--- config.mk ---
export PLATFORM = sky130hd
export DESIGN_NAME = pks_div
export DESIGN_NICKNAME = d
export VERILOG_FILES = /design/src/design/pks_pkg.sv /design/src/design/pks_div.sv
export SDC_FILE = /design/constraint.sdc
export NUM_CORES = 1
export LEC_CHECK = 0
export BUFFER_PORTS_ARGS = -buffer_cell sky130_fd_sc_hd__buf_2
export CORE_ASPECT_RATIO = 1.2
export CORE_MARGIN = 2
export CORE_UTILIZATION = 45
export DETAILED_ROUTE_END_ITERATION = 7
export PLACE_DENSITY_LB_ADDON = 0.2
export SETUP_SLACK_MARGIN = 0.4
export SLEW_MARGIN = 20
export SYNTH_ARGS = -nofsm -noshare
export SYNTH_HDL_FRONTEND = slang
export SYNTH_SLANG_ARGS = --single-unit
--- constraint.sdc ---
create_clock -name clock -period 3.1 [get_ports clock]
set_input_delay 0.31 -clock clock [delete_from_list [all_inputs] [get_ports clock]]
set_output_delay 0.31 -clock clock [all_outputs]
set_load 0.01 [all_outputs]
--- src/design/pks_pkg.sv ---
package pks_pkg;

   localparam int RATE_W     = 18;
   localparam int NLEN_W     = 24;
   localparam int DSTEP_W    = 32;
   localparam int TSIZE_W    = 16;
   localparam int TIDX_W     = 15;
   localparam int FREQ_W     = 24;
   localparam int CSR_IDX_W  = 2;
   localparam int CSR_DATA_W = 32;
   localparam int FRAC_W     = 10;
   localparam int DIV_W      = RATE_W + FRAC_W;
   localparam int DIV_CNT_W  = $clog2(DIV_W);
   localparam int PROD_W     = NLEN_W + DSTEP_W;

   localparam logic [FREQ_W-1:0]  FREQ_LOW   = 24'd8397;
   localparam logic [FREQ_W-1:0]  FREQ_HIGH  = 24'd12845209;
   localparam logic [FREQ_W-1:0]  FREQ_START = 24'd450560;

   localparam logic [RATE_W-1:0]  RATE_RST  = 18'd48000;
   localparam logic [NLEN_W-1:0]  NLEN_RST  = 24'd48000;
   localparam logic [DSTEP_W-1:0] DSTEP_RST = 32'd89478;
   localparam logic [TSIZE_W-1:0] TSIZE_RST = 16'd23415;

   localparam logic REQ_LOAD   = 1'b0;
   localparam logic REQ_SAMPLE = 1'b1;

   typedef enum logic [CSR_IDX_W-1:0] {
      CSR_SAMPLE_RATE = 2'd0,
      CSR_NOTE_LENGTH = 2'd1,
      CSR_DECAY_STEP  = 2'd2,
      CSR_TABLE_SIZE  = 2'd3
   } csr_index_type;

   typedef struct packed {
      logic busy;
      logic done;
   } div_status_type;

endpackage

--- src/design/pks_div.sv ---
module pks_div (
   input  logic                              clock,
   input  logic                              reset,
   input  logic                              start,
   input  logic [pks_pkg::DIV_W-1:0]         dividend,
   input  logic [pks_pkg::FREQ_W-1:0]        divisor,
   output pks_pkg::div_status_type           status,
   output logic [pks_pkg::DIV_W-1:0]         quotient
);
   import pks_pkg::*;

   logic                 busy_ff, busy_in;
   logic                 done_ff, done_in;
   logic [DIV_CNT_W-1:0] cnt_ff, cnt_in;
   logic [FREQ_W-1:0]    rem_ff, rem_in;
   logic [DIV_W-1:0]     quo_ff, quo_in;
   logic [FREQ_W-1:0]    dvsr_ff, dvsr_in;
   logic [FREQ_W+1:0]    trial;
   logic                 neg;

   // restoring division, one quotient bit per cycle
   always_comb begin
      trial   = {1'b0, rem_ff, quo_ff[DIV_W-1]} - {2'b00, dvsr_ff};
      neg     = trial[FREQ_W+1];
      busy_in = busy_ff;
      done_in = 1'b0;
      cnt_in  = cnt_ff;
      rem_in  = rem_ff;
      quo_in  = quo_ff;
      dvsr_in = dvsr_ff;
      if (start) begin
         busy_in = 1'b1;
         cnt_in  = '0;
         rem_in  = '0;
         quo_in  = dividend;
         dvsr_in = divisor;
      end else if (busy_ff) begin
         rem_in = neg ? {rem_ff[FREQ_W-2:0], quo_ff[DIV_W-1]} : trial[FREQ_W-1:0];
         quo_in = {quo_ff[DIV_W-2:0], ~neg};
         cnt_in = cnt_ff + 1'b1;
         if (cnt_ff == DIV_CNT_W'(DIV_W - 1)) begin
            busy_in = 1'b0;
            done_in = 1'b1;
         end
      end
   end

   always_ff @(posedge clock) begin
      if (reset) begin
         busy_ff <= 1'b0;
         done_ff <= 1'b0;
      end else begin
         busy_ff <= busy_in;
         done_ff <= done_in;
      end
   end

   always_ff @(posedge clock) begin
      cnt_ff  <= cnt_in;
      rem_ff  <= rem_in;
      quo_ff  <= quo_in;
      dvsr_ff <= dvsr_in;
   end

   assign status.busy = busy_ff;
   assign status.done = done_ff;
   assign quotient    = quo_ff;
endmodule

# After elaboration in Yosys (flattened, before gate mapping)
# Index checks and enable logic that the tools add are counted.
# word_totals
ff_bits	83
out_inout_bits	30
# classes
n_addsub	2
n_eq_ne	1
n_mux	7
n_bitwise	2
n_reduce_logical	2
# ops
op	count
$mux W28	2
$sub A25 B24 Y26	1
$mux W24	1
$add A5 B1 Y5 const B	1
$eq A5 B5 Y1 const B	1
$mux W1	4
$reduce_or A3 Y1	1
$not A1 Y1	2
$reduce_bool A2 Y1	1

# Longest topological paths before layout
# Gate-level depths: netlist (run 1).
# depth
word_depth	4
depth_mapped	13
mapped_depth_nobuf	11

# Least setup slack after synthesis (run 1)
# OpenSTA, ideal clock, no wires.
# synth_timing
path_kind	reg-to-reg
from	register dvsr_ff[1]
to	register quo_ff[0] (netlist: quotient[0]), data pin
arrival_time_ns	2.302
t_required_ns	2.840
slack_ns	0.538
path_stages_with_launch	12
path_buffers	2
synth_period_minus_slack_ns	2.562
path_cell_list	edfxtp_1 inv_1 ha_1 nor2b_1 o31a_2 nor3_4 o21ai_4 a31oi_4 o21ai_2 buf_6 buf_6 mux2_2
# synth_via
elab_chain_len	4
# synth_rtl
item	line	text
start, declared	pks_div.sv:17	logic [FREQ_W-1:0] dvsr_ff, dvsr_in;
start signal, assigned	pks_div.sv:62	dvsr_ff <= dvsr_in;
$sub A25 B24 Y26	pks_div.sv:23	trial = {1'b0, rem_ff, quo_ff[DIV_W-1]} - {2'b00, dvsr_ff};
$not A1 Y1	pks_div.sv:39	quo_in = {quo_ff[DIV_W-2:0], ~neg};
$mux W28	pks_div.sv:37	end else if (busy_ff) begin
$mux W28	pks_div.sv:31	if (start) begin
named net quo_in[0]	pks_div.sv:16	logic [DIV_W-1:0] quo_ff, quo_in;
end signal, assigned	pks_div.sv:61	quo_ff <= quo_in;
end, declared	pks_div.sv:16	
# The timed path passes the listed nets, and every way through them passes these cells. The select of a mux whose other input is x is not followed.
# A chain may end at the register's enable or synchronous reset.

# Worst setup path in the final report (run 1)
# Ends and elaborated chain as after synthesis.

==> impl_metrics.env, run 1 <==
export IMPL_hp_class="in -> reg"
export IMPL_place_gp_congestion=0.843
export IMPL_setup_tns_final_ns=0
export IMPL_antenna_found_initial=0
export IMPL_required_ns=3.19
export IMPL_route_detailed_drc=0
export IMPL_grt_start_max_net_pins=46
export IMPL_p_per_area_nw_per_um2=512
export IMPL_drt_iter0_markers=132
export IMPL_vdd_drop_max_mv=0.315
export IMPL_synth_simple_area_share_pct=12.5
export IMPL_syn_num_nets=514
export IMPL_cts_buffers=9
export IMPL_rows=40
export IMPL_p_leak_nw=2.32
export IMPL_grt_pass1_wl_mm=16.1
export IMPL_synth_top_area_share_pct=33.7
export IMPL_insertion_delay_ns=0.34
export IMPL_clock_sinks=83
export IMPL_r2r_cells=10
export IMPL_dpl_cell_area_um2=5140
export IMPL_grt_usage_pct=17.9
export IMPL_period_share_pct=83.9
export IMPL_yosys_most_used_dff="edfxtp_1"
export IMPL_ys_seq_area_share_pct=47.1
export IMPL_cts_tree="built"
export IMPL_numPortBuffers=84
export IMPL_grt_pass1_vias=3372
export IMPL_finalInstanceArea_um2=5480
export IMPL_crit_type="reg -> reg"
export IMPL_fin_crit_ns=2.60
export IMPL_crit_family="compound AO/OA/AOI/OAI gates"
export IMPL_cts_htree_levels=3
export IMPL_relSlewSlack_pct=35.9
export IMPL_ant_nets=0
export IMPL_root_buffer="clkbuf_16"
export IMPL_muxShareOfSynthArea_pct=8.53
export IMPL_power_mw=2.81
export IMPL_hpwlAfterDp_mm=7.08
export IMPL_setup_viol=0
export IMPL_grt_ovfl_total=0
export IMPL_die_y_um=115
export IMPL_crit_buf_inv=2
export IMPL_synth_xor_xnor_area_share_pct=3.59
export IMPL_synth_edf_count=52
export IMPL_cp_max_fo=6
export IMPL_worst_pin_slew_ns=0.955
export IMPL_slowest_stage="edfxtp_1"
export IMPL_critPathArrivalTime_ns=2.69
export IMPL_antenna_cells=0
export IMPL_dieArea_um2=11100
export IMPL_worst_path_largest_cell_delay_ns=0.42
export IMPL_syn_inst=433
export IMPL_vias=3473
export IMPL_clkTransAtPathRegs_ns=0.06
export IMPL_syn_to_final_growth_pct=18.3
export IMPL_fin_skew_ns=0.00818
export IMPL_routed_wl_mm=10.0
export IMPL_firstDrtPassIters=4
export IMPL_synth_area_per_cell_um2=10.7
export IMPL_status="finished, final reports clean"
export IMPL_synth_top_family_by_area="compound AO/OA/AOI/OAI gates"
export IMPL_synth_top_cell_by_area="edfxtp_1"
export IMPL_synth_fa_ha_area_share_pct=7.18
export IMPL_layout_drive_gt1_share_pct=31.0
export IMPL_clockBufferDepth=2
export IMPL_layout_common_cells="buf_2, edfxtp_1, nand2_1"
export IMPL_wire_per_inst_um=15.4
export IMPL_syn_area_um2=4640
export IMPL_cp_start_kind="flop"
export IMPL_min_path_cells=2
export IMPL_hold_buffers=0
export IMPL_coreArea_um2=10000
export IMPL_synth_warnings=0
export IMPL_ys_top_cells_by_area="edfxtp_1, dfxtp_1, mux2_2, ha_1, nand2_1"
export IMPL_io_pins=85
export IMPL_die_x_um=96.7
export IMPL_cp_num_cells=10
export IMPL_final_common_cell="buf_2"
export IMPL_max_freq_mhz=385
export IMPL_maxCapViolCount=0
export IMPL_vias_per_cell=5.33
export IMPL_hold_viol_final=0
export IMPL_synth_seq_cells=83
export IMPL_worstPathCellList="inv_1 -> ha_1 -> nor2b_1 -> o31a_2 -> nor3_4 -> o21ai_4 -> a31oi_4 -> o21ai_2 -> buf_4 -> mux2_2"
export IMPL_synthArstFlopShare_pct=0
export IMPL_rsz0062_at_grt="false"
export IMPL_start_util_pct=46.3
export IMPL_drv_slew=0
export IMPL_cp_end_kind="flop"
export IMPL_synth_cell_type_count=60
export IMPL_synth_compound_area_share_pct=16.3
export IMPL_final_nets=601
-- layout make-up --
type                       count  area [µm²]
fill                         911        4530
multi-input combinational    302        2250
sequential                    83        2180
timing repair buffer          95         503
clock buffer                  10         229
tap                          126         158
inverter                      29         109
clock inverter                 6        48.8
-- final timing paths --
kind                   start           to  slack, ns
hold / removal         reset      busy_ff       0.15
setup reg to reg  dvsr_ff[1]  quotient[0]       0.50
setup / recovery  dvsr_ff[1]  quotient[0]       0.50
hold reg to reg   rem_ff[17]   rem_ff[17]       0.50
-- flip-flops by register name, summed over array words and instances, names as in the netlist --
| register | count |
|---|---|
| rem_ff | 24 |
| cnt_ff | 5 |
| busy_ff | 1 |
| dvsr_ff | 24 |
| quotient | 28 |
| done_ff | 1 |
-- power by group --
group	internal [mW]	total (mW)	switching, mW	leakage (nW)
combinational	0.222	0.497	0.274	1.42
clock	0.553	1.00	0.449	0.138
sequential	1.27	1.31	0.0402	0.770
total	2.04	2.81	0.764	2.32
-- per-stage QoR --
stage | utilization, % | worst slack (ns) | instances | hold WS (ns)
after floorplan | - | 0.538 | 433 | 0.382
after global placement | 51.4 | 0.532 | 629 | 0.457
after detailed placement | 51.4 | 0.470 | 629 | 0.468
after CTS | 54.2 | 0.435 | 645 | 0.134
after global routing | 54.8 | 0.400 | 651 | 0.131
final | 54.8 | 0.500 | 651 | 0.147
-- synth_stat cells, types with 6 or more instances --
| cell type | instances |
|---|---|
| nand4_1 | 6 |
| clkbuf_1 | 11 |
| mux2_2 | 28 |
| nor2_1 | 34 |
| xor2_1 | 7 |
| inv_1 | 29 |
| a21oi_1 | 17 |
| nand3_1 | 8 |
| nor3_1 | 6 |
| a21o_1 | 10 |
| ha_1 | 25 |
| o21ai_0 | 16 |
| dfxtp_1 | 31 |
| nand2_1 | 46 |
| edfxtp_1 | 52 |
| xnor2_1 | 12 |
| a311oi_2 | 6 |
| mux2i_1 | 8 |
-- metal layers --
| layer | vias up | global-route usage [%] | part of all wire (%) |
|---|---|---|---|
| li1 | 1756 | - | - |
| met1 | 1632 | 22.5 | 43 |
| met2 | 76 | 31.3 | 51 |
| met3 | 9 | 4.01 | 4.5 |
| met4 | 0 | 4.88 | 1.2 |
| met5 | - | 0 | 0 |
-- logic make-up after synthesis --
| logic type | after synthesis |
|---|---|
| buf+inv | 49 |
| mux | 36 |
| fa+ha+maj | 26 |
| simple gates | 124 |
| compound gates | 96 |
| flops | 83 |
| xor+xnor | 19 |
-- timing repair --
action,in CTS,in global routing
setup endpoints to repair,0,19
buffers inserted,0,5
gates resized for setup,0,4
No activity file was read; power rests on OpenSTA's default activity.
==> run 2, diff against run 1 <==
- clock period: 3.1 -> 2.2 ns (I/O delays scaled with it)
==> run 2 against run 1 <==
  * The flow now finishes with violations (setup timing)
  * First-iteration DRC count shrank 8.3%
  * Critical path type unchanged
  * Sequential share of layout area shrank 5.7 points
  * Highest routed layer unchanged
  * Register-to-register slack lost 0.65 ns
==> impl_metrics.env, run 2 (synthesized netlist as in run 1, its figures left out) <==
export IMPL_setup_viol=25
export IMPL_layout_drive_gt1_share_pct=48.4
export IMPL_vdd_drop_max_mv=0.557
export IMPL_worst_path_largest_cell_delay_ns=0.37
export IMPL_die_x_um=96.7
export IMPL_die_y_um=115
export IMPL_p_per_area_nw_per_um2=658
export IMPL_grt_usage_pct=20.0
export IMPL_worstPathCellList="inv_1 -> ha_2 -> fa_2 -> nor2b_4 -> o31a_1 -> buf_4 -> o21a_1 -> nor2_2 -> o21ai_1 -> xor2_1 -> nand2_1 -> a311oi_2"
export IMPL_largest_reg_flops=28
export IMPL_crit_buf_inv=2
export IMPL_dieArea_um2=11100
export IMPL_hp_class="in -> reg"
export IMPL_cp_max_fo=3
export IMPL_rows=40
export IMPL_crit_type="reg -> reg"
export IMPL_clock_sinks=83
export IMPL_hpwlAfterDp_mm=7.90
export IMPL_hold_ws_ns=0.0419
export IMPL_fin_crit_ns=2.35
export IMPL_dpl_cell_area_um2=5740
export IMPL_coreArea_um2=10000
export IMPL_crit_family="compound AO/OA/AOI/OAI gates"
export IMPL_p_leak_nw=2.75
export IMPL_layout_setup_ws_ns=-0.148
export IMPL_drv_slew=0
export IMPL_layout_common_cells="buf_2, buf_4, edfxtp_1"
export IMPL_finalInstanceArea_um2=6410
export IMPL_critPathArrivalTime_ns=2.61
export IMPL_violations="setup timing"
export IMPL_grt_pass1_vias=3938
export IMPL_clockBufferDepth=2
export IMPL_rsz0062_at_grt="true"
export IMPL_worst_pin_slew_ns=0.604
export IMPL_vias_per_cell=5.29
export IMPL_insertion_delay_ns=0.35
export IMPL_vias=3853
export IMPL_required_ns=2.46
export IMPL_pre_cts_slack_ns=-0.312
export IMPL_grt_pass1_wl_mm=17.9
export IMPL_grt_busiest_layer="met2"
export IMPL_period_share_pct=107
export IMPL_ant_nets=0
export IMPL_dpl_cell_count=704
export IMPL_grt_start_max_net_pins=33
export IMPL_final_common_cell="buf_2"
export IMPL_drt_iter0_markers=121
export IMPL_syn_to_final_growth_pct=38.3
export IMPL_cts_buffers=9
export IMPL_relSlewSlack_pct=59.7
export IMPL_final_nets=679
export IMPL_maxCapViolCount=0
export IMPL_cts_htree_levels=3
export IMPL_grt_ovfl_total=0
export IMPL_status="finished with violations"
export IMPL_antenna_cells=0
export IMPL_antenna_found_initial=0
export IMPL_fin_skew_ns=0.00681
export IMPL_root_buffer="clkbuf_16"
export IMPL_io_pins=85
export IMPL_use_met3_pct=3.77
export IMPL_firstDrtPassIters=4
export IMPL_place_gp_congestion=0.874
export IMPL_routed_wl_mm=11.5
export IMPL_route_detailed_drc=0
export IMPL_hold_viol_final=0
export IMPL_fin_cells=729
export IMPL_cp_start_kind="flop"
export IMPL_grt_met2_usage_pct=36.9
export IMPL_clkTransAtPathRegs_ns=0.07
export IMPL_final_core_util_pct=64.1
export IMPL_numPortBuffers=84
export IMPL_cp_end_kind="flop"
export IMPL_cts_tree="built"
export IMPL_wire_per_inst_um=15.8
export IMPL_met1_usage_pct=22.6
export IMPL_start_util_pct=46.3
export IMPL_slowest_stage="fa_2"
export IMPL_max_freq_mhz=426
==> run 2: cell count changes in the layout (fill, tap and decap cells not counted), moves of 3 or more <==
cell / before / now
buf_4: 11 / 83
nand2_1: 46 / 31
nand2_2: 2 / 16
ha_1: 25 / 15
ha_4: 0 / 9
o21ai_0: 16 / 8
o21ai_1: 4 / 10
buf_6: 0 / 5
a21oi_1: 17 / 13
a21oi_2: 1 / 5
a311oi_1: 5 / 2
a311oi_2: 6 / 9
==> run 2: layout make-up <==
class | instances | area (µm²)
fillers | 811 | 3600
multi-input cells | 303 | 2580
flip-flops and latches | 83 | 2180
repair buffers | 172 | 1100
clock buffers | 9 | 225
well taps | 126 | 158
inverters | 29 | 113
clock inverters | 7 | 51.3
==> run 2: worst register-to-register path, cell delays in order, from the launching register on <==
cell and delay [ns]:
edfxtp_1 0.35, inv_1 0.05, ha_2 0.19, fa_2 0.37, nor2b_4 0.15, o31a_1 0.17
buf_4 0.13, o21a_1 0.12, nor2_2 0.05, o21ai_1 0.17, xor2_1 0.20, nand2_1 0.09
a311oi_2 0.22
==> run 2: path summary, 6_finish.rpt <==
kind                start         end  slack (ns)  cells after the start
max          quotient[27]   rem_ff[8]       -0.15                     12
max reg2reg  quotient[27]   rem_ff[8]       -0.15                     12
min            divisor[2]  dvsr_ff[2]        0.04                      1
min reg2reg    rem_ff[23]  rem_ff[23]        0.47                      2
==> run 2: metal layers <==
layer	share of wire, %	wire (µm)
met1	41	4720
met2	54	6230
met3	3.1	352
met4	1.8	206
met5	0	0
==> run 2: timing repair <==
action / CTS / global route
gates cloned: 1 / 1
gates resized for setup: 27 / 43
pin swaps: 18 / 22
setup buffers: 4 / 3
setup endpoints to repair: 25 / 25
hold buffers: 0 / 0
==> run 2: report_power, final <==
part,internal (mW),switching (mW),leakage [nW]
logic,0.472,0.470,1.84
registers,1.79,0.0573,0.770
clock network,0.771,0.662,0.134
total,3.03,1.19,2.75
==> run 2: per-stage QoR <==
| stage | power, mW | TNS (ns) |
|---|---|---|
| finish | 4.22 | -2.56 |
| global route | 4.39 | -5.15 |
| CTS | 4.16 | -3.26 |
| detailed placement | 2.71 | -5.19 |
| global placement | 2.69 | -4.31 |
| floorplan | 2.36 | -1.88 |
